[config.mk]
export PLATFORM = sky130hd
export DESIGN_NAME = gif_lzw_ram
export DESIGN_NICKNAME = d
export VERILOG_FILES = /design/src/rtl/core/gif_lzw_ram.sv
export SDC_FILE = /design/constraint.sdc
export NUM_CORES = 1
export LEC_CHECK = 0
export BUFFER_PORTS_ARGS = -buffer_cell sky130_fd_sc_hd__buf_2
export CAP_MARGIN = 20
export CORE_AREA = 4 4 131 95
export CTS_BUF_LIST = sky130_fd_sc_hd__clkbuf_4 sky130_fd_sc_hd__clkbuf_8
export CTS_CLUSTER_DIAMETER = 120
export CTS_CLUSTER_SIZE = 8
export DETAILED_ROUTE_END_ITERATION = 12
export DIE_AREA = 0 0 135 99
export PLACE_DENSITY = 0.72
export SLEW_MARGIN = 15
export SYNTH_ARGS = -nofsm -noshare
export SYNTH_HDL_FRONTEND = slang
export SYNTH_SLANG_ARGS = --single-unit
export TNS_END_PERCENT = 10
[constraint.sdc]
create_clock -name clk_i -period 1.55 [get_ports clk_i]
set_input_delay 0.0775 -clock clk_i [delete_from_list [all_inputs] [get_ports clk_i]]
set_output_delay 0.0775 -clock clk_i [all_outputs]
set_load 0.1 [all_outputs]
[src/rtl/core/gif_lzw_ram.sv]
`timescale 1ns / 1ps
module gif_lzw_ram #(
  parameter int Width = 8,
  parameter int Depth = 16
) (
  input  logic                     clk_i,
  input  logic                     we_i,
  input  logic [$clog2(Depth)-1:0] waddr_i,
  input  logic [Width-1:0]         wdata_i,
  input  logic [$clog2(Depth)-1:0] raddr_i,
  output logic [Width-1:0]         rdata_o
);
  logic [Width-1:0] mem [Depth];
  always_ff @(posedge clk_i) begin
    if (we_i) mem[waddr_i] <= wdata_i;
    rdata_o <= mem[raddr_i];
  end
endmodule

==> flow_metrics.py <==
metrics = {
    "placement": {
        "gp_congestion": 0.760,
        "dp_hpwl_um": 6450,
        "portBuffers": 25,
        "place_area_mm2": 0.00561,
    },
    "yosys": {
        "yosysMostFrequentCell": "edfxtp_1",
        "synth_top_cell_area_share_pct": 74.7,
        "synth-edff-count": 128,
        "synth_common_cells": "128 x edfxtp_1, 18 x mux4_2, 16 x a22oi_1, 14 x mux4_1, 13 x nor2_1",
        "async_flop_share_pct": 0,
        "synth-xor-area-share_pct": 0,
        "syn_area_per_cell_um2": 22.5,
        "ys_seq_elements": 136,
        "syn_inst": 229,
        "synthSimpleGateAreaFrac_pct": 3.18,
        "synthMuxAreaShare_pct": 15.0,
        "synth-adder-area-share_pct": 0,
        "netlist_area_mm2": 0.00515,
        "ys.flop_type": "edfxtp_1",
        "yosys.cell_types.count": 19,
        "yosysWarnings": 0,
        "synth_area_leaders": "edfxtp_1 75%, mux4_2 7.9%, mux4_1 7.1%",
        "seq_area_frac_synth_pct": 77.8,
        "syn_nets": 247,
        "synth_top_area_cell": "edfxtp_1",
        "synth-compound-area-share_pct": 2.33,
        "synth_top_family_by_area": "multiplexers",
    },
    "grt": {
        "grt_util_all_layers_pct": 16.3,
        "grt_pass1_wl_um": 15400,
        "grt_pass1_vias": 2624,
        "grt_max_degree": 33,
        "grt_overflow": 0,
        "antenna_found_initial": 0,
    },
    "hold_path": {
        "hold_path_class": "in -> reg",
        "min_from": "wdata_i[7]",
    },
    "timing": {
        "max_freq_ghz": 0.734,
        "finClkSkew_ps": 11.6,
        "finalHoldViolCount": 0,
        "slew_viol_final": 0,
        "setup_violations": 0,
        "finalSetupTns_ps": 0,
        "relSlewSlack_pct": 67.1,
        "max_slew.worst_pin.slew_ps": 496,
        "timing.final.crit_period_ps": 1360,
        "rsz0062_at_grt": "false",
        "finalCritPeriodShare_pct": 87.9,
    },
    "power_and_ir_drop": {
        "powerDensity_mw_per_mm2": 1330,
        "ir_worst_vdd_mv": 0.637,
        "leakage_nw": 2.08,
    },
    "clock_network": {
        "hold_buffers": 0,
        "clk-insertion-delay-late_ps": 430,
        "numCtsBuffers": 17,
        "clk_path_buf_depth": 2,
        "cts_setup_buffers": 0,
        "cts.sinks": 136,
        "cts.repair.resized": 0,
        "clkSlewWorstSetupHoldPaths_ps": 80,
        "cts_tree": "done",
        "cts-root-buf": "clkbuf_8",
        "htree_num_levels": 4,
    },
    "job": {
        "max_cap_viol_count": 0,
    },
    "floorplanning": {
        "die_h_um": 99,
        "io-pin-count": 26,
        "die_x_um": 135,
        "start_util_pct": 46.8,
        "coreArea_mm2": 0.0110,
        "die-area_mm2": 0.0134,
        "rows": 32,
    },
    "layout": {
        "nNetsFinal": 306,
        "diodes": 0,
        "area_growth_pct": 18.0,
        "drive_gt1_share_pct": 33.7,
        "stdcell_area_mm2": 0.00607,
    },
    "drt": {
        "wl_per_cell_um": 22.2,
        "detail-route-antenna-nets": 0,
        "dr.pass1.iters": 4,
        "wl_um": 10100,
        "drc_errors": 0,
        "first_iter_violations": 181,
        "via_per_inst": 5.48,
        "via_count": 2483,
    },
    "setup_path": {
        "r2r_start": "mem[9][3]$_DFFE_PP_",
        "critPathMaxStageDelay_ps": 520,
        "cp_top_family": "multiplexers",
        "worstPathArrival_ps": 1660,
        "cp-end-kind": "register",
        "cp.depth": 3,
        "worst-endpoint-required_ps": 1850,
        "crit-reg2reg-capture": "rdata_o[3]$_DFF_P_",
        "path_buf_inv": 0,
        "cp-start-kind": "register",
        "crit_slowest_cell": "mux4_1",
        "crit_start": "mem[9][3]$_DFFE_PP_",
        "path_cells": "mux4_1 > a22oi_1 > nand2_1",
        "rr_worst_depth": 3,
        "r2r_setup_slack_ps": 190,
        "path_max_fanout": 1,
        "crit_path_end": "rdata_o[3]$_DFF_P_",
        "criticalPathCategory": "reg -> reg",
    },
    "run_status": {
        "status": "finished, final reports clean",
    },
}
[per-stage QoR]
stage | hold WS (ps) | total power, mW | setup slack [ps] | std cells | util [%]
finish | 33.1 | 8.07 | 188 | 453 | 55.1
floorplan | 176 | 4.59 | 206 | 229 | -
global route | 13.1 | 8.36 | 130 | 453 | 55.1
CTS | 6.52 | 8.14 | 174 | 453 | 55.1
detailed placement | 485 | 4.79 | 51.0 | 422 | 50.9
global placement | 469 | 4.78 | 58.3 | 422 | 50.9
[worst min-delay path by stage]
stage                                to  cells after the start
floorplan           mem[0][0]$_DFFE_PP_                      0
CTS                 mem[7][7]$_DFFE_PP_                      1
finish              mem[9][7]$_DFFE_PP_                      1
global route        mem[3][5]$_DFFE_PP_                      1
global placement    mem[6][1]$_DFFE_PP_                      1
detailed placement  mem[7][7]$_DFFE_PP_                      1
[layer usage]
metal / share of wire [%] / global-route usage, % / routed length [um] / vias up
met2: 45 / 23.8 / 4520 / 93
met3: 7.4 / 5.66 / 741 / 15
met1: 46 / 22.7 / 4650 / 1281
met4: 1.1 / 5.81 / 110 / 2
li1: - / - / - / 1092
met5: 0.48 / 2.96 / 48 / -
[cell usage in the layout (no fill, tap or decap)]
cell type    n
nand3b_1     2
and2_1       1
nand2b_1     2
nand3_1      1
or3b_2       1
nor2b_1      1
buf_2       25
mux4_2      18
clkbuf_4     4
mux4_1      14
and2b_1      1
buf_4       22
buf_12       3
nor3_2       1
edfxtp_1   128
nand2_1      9
nor2_1      13
dfxtp_1      8
a22oi_1     16
clkbuf_8    17
nor3_1       3
bufinv_16    6
clkinv_2     4
[cell type report]
type | instances | area (um^2)
repair buffers | 50 | 350
well taps | 153 | 191
fillers | 855 | 4940
clock buffers | 21 | 264
multi-input cells | 83 | 1060
flip-flops and latches | 136 | 4000
clock inverters | 10 | 200
[kinds of logic after synthesis]
family / Yosys count
and+or+nand+nor: 35
muxes: 32
buffers and inverters: 10
DFF: 136
AOI/OAI and AO/OA: 16
[flip-flops by register name (all words and copies together) (netlist names)]
signal	flops
rdata_o	8
mem	128
[where the power goes]
group	total, mW	switching (mW)	internal, mW
Combinational	0.574	0.400	0.175
Clock	3.36	1.23	2.13
Sequential	4.14	0.0292	4.11
[worst reg2reg max path: cells and delay by family, from the launching register on]
family / cells / cell delay, ps
mux: 1 / 520
flops: 1 / 360
compound gates: 1 / 260
simple gates: 1 / 90
(Power assumes the default switching activity.)
