File: src/rtl/core/gif_lzw_pkg.sv
`timescale 1ns / 1ps
package gif_lzw_pkg;
  localparam int HashSlots = 8192;
  localparam int DictCodes = 4096;
  localparam int MaxWidth = 12;
  localparam logic [3:0] MinBitsReset = 4'd7;

  typedef enum logic [3:0] {
    ST_IDLE, ST_CLEAR_MEM, ST_START, ST_RD, ST_CMP, ST_PUT, ST_ADD, ST_PUTCLR,
    ST_PUTSTR, ST_PUTEND, ST_FLUSH, ST_DRAIN
  } state_e;

  typedef struct packed {
    logic        put;
    logic [11:0] code;
    logic [3:0]  width;
  } put_req_t;
endpackage

File: src/rtl/core/gif_lzw_packer.sv
`timescale 1ns / 1ps
module gif_lzw_packer (
  input  logic                   clk_i,
  input  logic                   rst_ni,
  input  logic                   flush_i,
  input  logic                   drop_i,
  input  gif_lzw_pkg::put_req_t  req_i,
  input  logic                   pop_i,
  output logic [7:0]             byte_o,
  output logic                   have_byte_o,
  output logic                   have_bits_o,
  output logic [4:0]             cnt_o
);
  import gif_lzw_pkg::*;
  logic [23:0] bits_q, bits_d;
  logic [4:0]  cnt_q, cnt_d;
  logic [11:0] mask;

  assign byte_o      = bits_q[7:0];
  assign have_byte_o = cnt_q >= 5'd8;
  assign have_bits_o = cnt_q != 5'd0;
  assign cnt_o       = cnt_q;
  assign mask        = 12'((13'd1 << req_i.width) - 13'd1);

  always_comb begin
    bits_d = bits_q;
    cnt_d  = cnt_q;
    if (drop_i) begin
      bits_d = '0;
      cnt_d  = '0;
    end else if (flush_i) begin
      bits_d = '0;
      cnt_d  = '0;
    end else if (pop_i) begin
      bits_d = bits_q >> 8;
      cnt_d  = cnt_q - 5'd8;
    end else if (req_i.put) begin
      bits_d = bits_q | (24'(req_i.code & mask) << cnt_q);
      cnt_d  = cnt_q + 5'(req_i.width);
    end
  end

  always_ff @(posedge clk_i or negedge rst_ni) begin
    if (!rst_ni) begin
      bits_q <= '0;
      cnt_q  <= '0;
    end else begin
      bits_q <= bits_d;
      cnt_q  <= cnt_d;
    end
  end

  a_no_ovf: assert property (@(posedge clk_i) disable iff (!rst_ni)
    req_i.put && !pop_i && !drop_i && !flush_i |-> cnt_q < 5'd8)
    else $error("put with a whole byte pending");
  a_pop_ok: assert property (@(posedge clk_i) disable iff (!rst_ni)
    pop_i && !drop_i |-> cnt_q >= 5'd8) else $error("pop without byte");
  a_flush_ok: assert property (@(posedge clk_i) disable iff (!rst_ni)
    flush_i |-> cnt_q < 5'd8) else $error("flush with whole byte");
endmodule

File: config.mk
export PLATFORM = sky130hd
export DESIGN_NAME = gif_lzw_packer
export DESIGN_NICKNAME = d
export VERILOG_FILES = /design/src/rtl/core/gif_lzw_pkg.sv /design/src/rtl/core/gif_lzw_packer.sv
export SDC_FILE = /design/constraint.sdc
export NUM_CORES = 1
export LEC_CHECK = 0
export BUFFER_PORTS_ARGS = -buffer_cell sky130_fd_sc_hd__buf_2
export CAP_MARGIN = 10
export CORE_AREA = 10 10 116 118
export DETAILED_ROUTE_END_ITERATION = 10
export DIE_AREA = 0 0 126 128
export PLACE_DENSITY_LB_ADDON = 0.05
export SYNTH_ARGS = -nofsm -noshare
export SYNTH_HDL_FRONTEND = slang
export SYNTH_SLANG_ARGS = --single-unit
File: constraint.sdc
create_clock -name clk_i -period 2.3 [get_ports clk_i]
set_input_delay 0.23 -clock clk_i [delete_from_list [all_inputs] [get_ports clk_i]]
set_output_delay 0.23 -clock clk_i [all_outputs]
set_load 0.03 [all_outputs]
==> impl_metrics.py, run 1 <==
metrics = {
    "run_status": {
        "status": "finished, violations left",
        "violations": "negative setup slack",
    },
    "die": {
        "num_rows": 39,
        "chipWidth_um": 126,
        "floorplan.die_area_um2": 16100,
        "die_height_um": 128,
        "boundaryPins": 37,
        "design.core.area_um2": 11200,
        "floorplan.initialDensity": 0.255,
    },
    "cells_and_area": {
        "layout.filler_cells": 1221,
        "fin_nets": 445,
        "area_delta_synth_final_pct": 32.9,
        "post_route_cells_drive_above_1_share": 0.365,
        "n_antenna_cell": 0,
    },
    "setup_path": {
        "timing.rr.end": "bits_q[13]",
        "path_cells": "buf_6, or4_4, ha_4, or4_4, a21oi_4, a21oi_2, a211oi_2, buf_4, nand2_1, a211oi_1",
        "timing.critical_path.buf_inv": 2,
        "reg2reg_depth": 8,
        "timing.critical_path.to_type": "flop",
        "worstReg2RegStart": "cnt_o[0]",
        "worst_path_most_repeated_cell": "sky130_fd_sc_hd__or4_4",
        "worst_path_max_delay_cell": "sky130_fd_sc_hd__or4_4",
        "cp_data_arrival_time_ns": 2.51,
        "cp_slowest_stage_delay_ns": 0.55,
        "critPathMaxFanout": 7,
        "setup.reg_to_reg.worst_slack_ns": 0.16,
        "critical_path_class": "in -> reg",
        "cp_top_family": "simple AND/OR/NAND/NOR gates",
        "critical_path_required_ns": 2.49,
        "startpoint_type_of_the_worst_setup_path": "primary input",
    },
    "yosys": {
        "netlist_top_cells_count": "sky130_fd_sc_hd__nand2_1 (36), sky130_fd_sc_hd__nor2_1 (33), sky130_fd_sc_hd__dfrtp_1 (29)",
        "post_synthesis_async_set_or_reset_flop_share": 1.00,
        "avgSynthCellArea_um2": 8.00,
        "area_share_of_the_leading_cell_type_in_the_synthesized_netlist": 0.254,
        "synthesis.instances": 357,
        "leading_post_synthesis_cells_by_cell_area": "sky130_fd_sc_hd__dfrtp_1 (25%), sky130_fd_sc_hd__nand2_1 (4.7%), sky130_fd_sc_hd__a21oi_1 (4.6%), sky130_fd_sc_hd__nor2_1 (4.3%), sky130_fd_sc_hd__o21ai_0 (3.7%)",
        "synth_area_leader_cell": "sky130_fd_sc_hd__dfrtp_1",
        "syn-num-nets": 386,
        "yosysMostFrequentCell": "sky130_fd_sc_hd__nand2_1",
        "synth-warning-count": 0,
        "yosys_most_used_dff": "sky130_fd_sc_hd__dfrtp_1",
        "synth_cell_type_count": 77,
        "synth-edff-count": 0,
        "synthesized_flop_and_latch_total": 29,
        "ys_seq_area_frac": 0.254,
        "synthesis.area_um2": 2860,
    },
    "grt": {
        "overflow": 0,
        "grt_max_degree": 30,
        "first_global_vias": 3039,
        "number_of_antenna_violations_at_the_first_check_in_global_routing": 0,
        "first_pass_grt_wire_length_mm": 17.7,
        "globalRouteTotalUtil": 0.137,
    },
    "clocking": {
        "htree_num_levels": 2,
        "ctsRootBufferMaster": "sky130_fd_sc_hd__clkbuf_16",
        "cts_inserted_buffers": 5,
        "clkSinkCount": 29,
        "cts_tree": "done",
        "worstSkewPairLatency_ns": 0.28,
        "clk_pin_slew_worst_paths_ns": 0.05,
        "clock_path_buffers": 2,
    },
    "job": {
        "maxCapViolations": 0,
    },
    "pwr": {
        "power.ir.vdd_worst_mv": 0.225,
        "leakagePower_nw": 1.63,
        "pwr_density_cell_nw_per_um2": 457,
    },
    "placed_design": {
        "place.detailed.hpwl_mm": 8.29,
        "port-buffer-count": 36,
        "gp_congestion": 0.792,
    },
    "detailed_routing": {
        "drt-total-wl_mm": 11.1,
        "ant_nets": 0,
        "routed-via-count": 2993,
        "detailedRoute.firstIterationViolations": 242,
        "drt-vias-per-instance": 5.35,
        "drt-wirelength-per-cell_um": 19.8,
        "drcViolationCount": 0,
        "first_pass_iters": 4,
    },
    "timing": {
        "timing.final.hold_violations": 0,
        "timing_max_transition_violations_final": 0,
        "max_slew.worst_pin.slew_ns": 0.751,
        "setup_violations": 2,
        "final.setup.worst_slack_ns": -0.0263,
        "finalCriticalPeriod_ns": 2.33,
        "finalCritPeriodShare": 1.01,
        "fin_skew_ns": 0.00433,
        "holdWs_ns": 0.0150,
        "timing.fmax_mhz": 430,
        "totalNegativeSetupSlack_ns": -0.0327,
        "unrepaired_setup_endpoints_after_global_routing": "yes",
        "slew_headroom": 0.500,
    },
    "worst_hold_path": {
        "hp-class": "in -> async",
    },
}
==> layer usage <==
layer	track usage	vias to the layer above	share of wire
met1	0.186	1489	0.49
li1	-	1447	-
met2	0.218	47	0.48
met5	0	-	0
met4	0.0281	0	0.0091
met3	0.0269	10	0.030
==> worst max-delay path by stage <==
stage	startpoint	endpoint	slack [ns]	cells after the start
after global routing	req_i[2]	bits_q[17]	-0.12	11
after global placement	req_i[3]	bits_q[21]	-0.38	11
after CTS	req_i[2]	bits_q[13]	-0.08	11
after detailed placement	req_i[3]	bits_q[13]	-0.42	10
final	req_i[2]	bits_q[13]	-0.03	10
after floorplan	req_i[0]	bits_q[8]	-0.14	10
==> cells by family (layout without fill, tap and decap cells) <==
kind of cell | after synthesis | count (layout) | synth area share
flip-flops | 29 | 29 | 0.254
adder cells (fa/ha/maj) | 7 | 7 | 0.0333
XOR/XNOR | 4 | 4 | 0.0123
AO/OA/AOI/OAI | 127 | 127 | 0.344
multiplexers | 6 | 6 | 0.0215
AND/OR/NAND/NOR | 138 | 138 | 0.251
buffers and inverters | 46 | 105 | 0.0845
==> stage by stage <==
stage | area, um2 | setup slack [ns] | power (mW) | instances | utilization
floorplan | 2930 | -0.137 | 0.857 | 357 | -
global placement | 3400 | -0.382 | 1.04 | 545 | 0.303
detailed placement | 3400 | -0.415 | 1.04 | 545 | 0.303
CTS | 3660 | -0.0771 | 1.74 | 558 | 0.327
global route | 3800 | -0.115 | 1.83 | 559 | 0.338
finish | 3800 | -0.0263 | 1.73 | 559 | 0.338
==> report_power, final <==
| part | internal [mW] | total (mW) | leakage [nW] | switching [mW] |
|---|---|---|---|---|
| Sequential | 0.525 | 0.541 | 0.399 | 0.0155 |
| Clock | 0.424 | 0.652 | 0.0700 | 0.228 |
| Combinational | 0.216 | 0.542 | 1.16 | 0.327 |
| Total | 1.16 | 1.73 | 1.63 | 0.570 |
==> area by class of cell <==
class	count	area, um2	area share
clock buffers	7	143	0.0376
well taps	143	179	0.0471
flip-flops and latches	29	726	0.191
inverters	10	37.5	0.00988
repair buffers	88	596	0.157
multi-input cells	282	2120	0.557
==> what timing repair did <==
item                       4_1_cts  5_1_grt
hold buffers                     0        0
pin swaps                       12       20
setup buffers                    6        2
setup endpoints to repair        8       20
resized for setup               19       22
==> cells in the final DEF (no fill, tap or decap), types with 4 or more instances in the layout <==
cell | netlist | layout
sky130_fd_sc_hd__buf_4 | 10 | 47
sky130_fd_sc_hd__buf_2 | 7 | 35
sky130_fd_sc_hd__nand2_1 | 36 | 34
sky130_fd_sc_hd__nor2_1 | 33 | 33
sky130_fd_sc_hd__dfrtp_1 | 29 | 29
sky130_fd_sc_hd__a21oi_1 | 26 | 20
sky130_fd_sc_hd__nor3_1 | 19 | 18
sky130_fd_sc_hd__o21ai_0 | 21 | 18
sky130_fd_sc_hd__nand3_1 | 12 | 11
sky130_fd_sc_hd__inv_1 | 10 | 10
sky130_fd_sc_hd__a21oi_2 | 2 | 7
sky130_fd_sc_hd__nand3b_1 | 6 | 6
sky130_fd_sc_hd__a211oi_1 | 8 | 6
sky130_fd_sc_hd__o211ai_1 | 6 | 6
sky130_fd_sc_hd__a31oi_1 | 7 | 6
sky130_fd_sc_hd__buf_6 | 3 | 6
sky130_fd_sc_hd__a211oi_2 | 3 | 5
sky130_fd_sc_hd__ha_1 | 6 | 5
sky130_fd_sc_hd__clkbuf_16 | 0 | 5
sky130_fd_sc_hd__nor2b_1 | 5 | 4
sky130_fd_sc_hd__and3_1 | 4 | 4
sky130_fd_sc_hd__mux2i_1 | 5 | 4
==> flip-flops by register name, indices dropped and copies added, names as in the netlist <==
| register | cells |
|---|---|
| bits_q | 24 |
| cnt_o | 5 |
Note: power is estimated with default switching activity, not from simulation.
==> inputs of run 2 (changes only) <==
RECOVER_POWER = 50   (was unset)
TNS_END_PERCENT = 1   (was unset)
==> impl_metrics.py, run 2 (same netlist as run 1, synthesis figures left out) <==
metrics = {
    "timing": {
        "fin_skew_ns": 0.00380,
        "final.setup.worst_slack_ns": -0.106,
        "setup_violations": 9,
        "timing.fmax_mhz": 416,
        "max_slew.worst_pin.slew_ns": 1.81,
        "holdWs_ns": 0.377,
        "timing.final.hold_violations": 0,
        "unrepaired_setup_endpoints_after_global_routing": "yes",
        "slew_headroom": -0.210,
        "finalCriticalPeriod_ns": 2.41,
        "timing_max_transition_violations_final": 30,
        "totalNegativeSetupSlack_ns": -0.260,
        "finalCritPeriodShare": 1.05,
    },
    "cells_and_area": {
        "area_delta_synth_final_pct": 30.0,
        "fin_nets": 446,
        "fin_util": 0.331,
        "layout.cells.most_common": "sky130_fd_sc_hd__buf_4",
        "register_name_with_the_most_flops": "bits_q",
        "n_antenna_cell": 0,
        "layout.filler_cells": 1204,
        "post_route_cells_drive_above_1_share": 0.344,
        "largest_register_ffs": 24,
        "most-common-layout-cells": "sky130_fd_sc_hd__buf_4 (51), sky130_fd_sc_hd__nand2_1 (35), sky130_fd_sc_hd__nor2_1 (33), sky130_fd_sc_hd__buf_2 (33), sky130_fd_sc_hd__dfrtp_1 (29)",
        "finish.cell_count_without_fillers": 561,
    },
    "die": {
        "chipWidth_um": 126,
        "floorplan.die_area_um2": 16100,
        "floorplan.initialDensity": 0.255,
        "die_height_um": 128,
        "boundaryPins": 37,
        "num_rows": 39,
        "design.core.area_um2": 11200,
    },
    "grt": {
        "first_global_vias": 3009,
        "globalRouteTotalUtil": 0.130,
        "number_of_antenna_violations_at_the_first_check_in_global_routing": 0,
        "fraction_of_met1_tracks_used_by_global_routing": 0.174,
        "overflow": 0,
        "met2_usage": 0.211,
        "top_usage_layer": "met2",
        "grt_max_degree": 30,
        "groute.layer.met3.usage": 0.0289,
        "first_pass_grt_wire_length_mm": 17.1,
    },
    "setup_path": {
        "cp_slowest_stage_delay_ns": 0.54,
        "critPathMaxFanout": 5,
        "startpoint_type_of_the_worst_setup_path": "primary input",
        "worst_path_most_repeated_cell": "sky130_fd_sc_hd__buf_6",
        "critical_path_class": "in -> reg",
        "critical_path_required_ns": 2.46,
        "path_cells": "buf_6, or4_4, ha_4, buf_6, and2_4, o211ai_1, a21oi_2, buf_4, o22a_1, and3_1, a211o_1",
        "timing.critical_path.to_type": "flop",
        "cp_data_arrival_time_ns": 2.57,
        "worst_path_max_delay_cell": "sky130_fd_sc_hd__or4_4",
    },
    "clocking": {
        "htree_num_levels": 2,
        "worstSkewPairLatency_ns": 0.28,
        "clk_pin_slew_worst_paths_ns": 0.06,
        "cts_inserted_buffers": 5,
        "ctsRootBufferMaster": "sky130_fd_sc_hd__clkbuf_16",
        "clock_path_buffers": 2,
        "clkSinkCount": 29,
        "cts.hold.buffers_added": 0,
        "cts_tree": "done",
    },
    "pwr": {
        "pwr_density_cell_nw_per_um2": 475,
        "comb_power_share": 0.293,
        "sequentialPowerShare": 0.306,
        "power.share.clock": 0.401,
        "cell_internal_pwr_mw": 1.19,
        "power_switching_mw": 0.576,
        "sw_frac_of_total": 0.327,
        "power.ir.vdd_worst_mv": 0.257,
        "leakagePower_nw": 1.61,
    },
    "detailed_routing": {
        "drcViolationCount": 0,
        "drt-wirelength-per-cell_um": 19.4,
        "ant_nets": 0,
        "routed-via-count": 3004,
        "drt-vias-per-instance": 5.35,
        "first_pass_iters": 5,
        "drt-total-wl_mm": 10.9,
        "detailedRoute.firstIterationViolations": 197,
    },
    "run_status": {
        "status": "finished, violations left",
        "violations": "max-capacitance violations, max-slew violations, negative setup slack",
    },
    "placed_design": {
        "place_inst": 549,
        "place.detailed.hpwl_mm": 8.21,
        "port-buffer-count": 36,
        "gp_congestion": 0.785,
    },
    "job": {
        "maxCapViolations": 1,
    },
    "worst_hold_path": {
        "hp-class": "in -> reg",
    },
}
## run 2: layout make-up
type,count,area (um2),share of cell area
multi-input combinational,282,2020,0.544
sequential,29,726,0.195
timing repair buffer,89,593,0.160
tap,143,179,0.0482
clock buffer,7,153,0.0411
inverter,10,37.5,0.0101
clock inverter,1,5.00,0.00135
## run 2: layer usage
layer  routed length (um)  part of all wire
met5                    0                 0
met4                   93            0.0086
met3                  514             0.047
met2                 5040              0.46
met1                 5230              0.48
## run 2: what timing repair did
| action | 4_1_cts | 5_1_grt |
|---|---|---|
| resized for setup | 6 | 18 |
| endpoints found under the hold margin | 0 | 0 |
| buffers inserted | 0 | 5 |
| pin swaps | 3 | 9 |
| endpoints found under the setup margin | 10 | 21 |
## run 2: power by group through the flow
stage | registers [mW] | clock network (mW) | logic, mW
after floorplan | 0.549 | 0 | 0.303
after global placement | 0.549 | 0 | 0.492
after detailed placement | 0.549 | 0 | 0.490
after CTS | 0.540 | 0.719 | 0.497
after global routing | 0.542 | 0.739 | 0.563
final | 0.540 | 0.707 | 0.516
## run 2: worst max-delay path, delay by kind of cell
family | cells | cell delay, ns
and+or+nand+nor | 3 | 0.92
AOI/OAI and AO/OA | 4 | 0.84
buffers and inverters | 3 | 0.38
adders and majority gates | 1 | 0.20
## run 2: worst paths after layout
check	from	to	slack, ns	cells after the start
setup / recovery	req_i[2]	bits_q[22]	-0.11	11
hold / removal	drop_i	bits_q[3]	0.38	5
setup reg to reg	cnt_o[0]	bits_q[16]	0.17	7
hold reg to reg	bits_q[17]	bits_q[17]	0.48	2
max in group asynchronous	rst_ni	cnt_o[4]	0.81	1
min in group asynchronous	rst_ni	bits_q[1]	0.43	1
## run 2: metrics by stage
step	worst slack, ns	instance area [um2]	total power [mW]
3_3_place_gp	-0.347	3410	1.04
4_1_cts	-0.0287	3590	1.76
5_1_grt	-0.128	3710	1.84
6_report	-0.106	3710	1.76
2_1_floorplan	-0.142	2900	0.852
3_5_place_dp	-0.369	3410	1.04
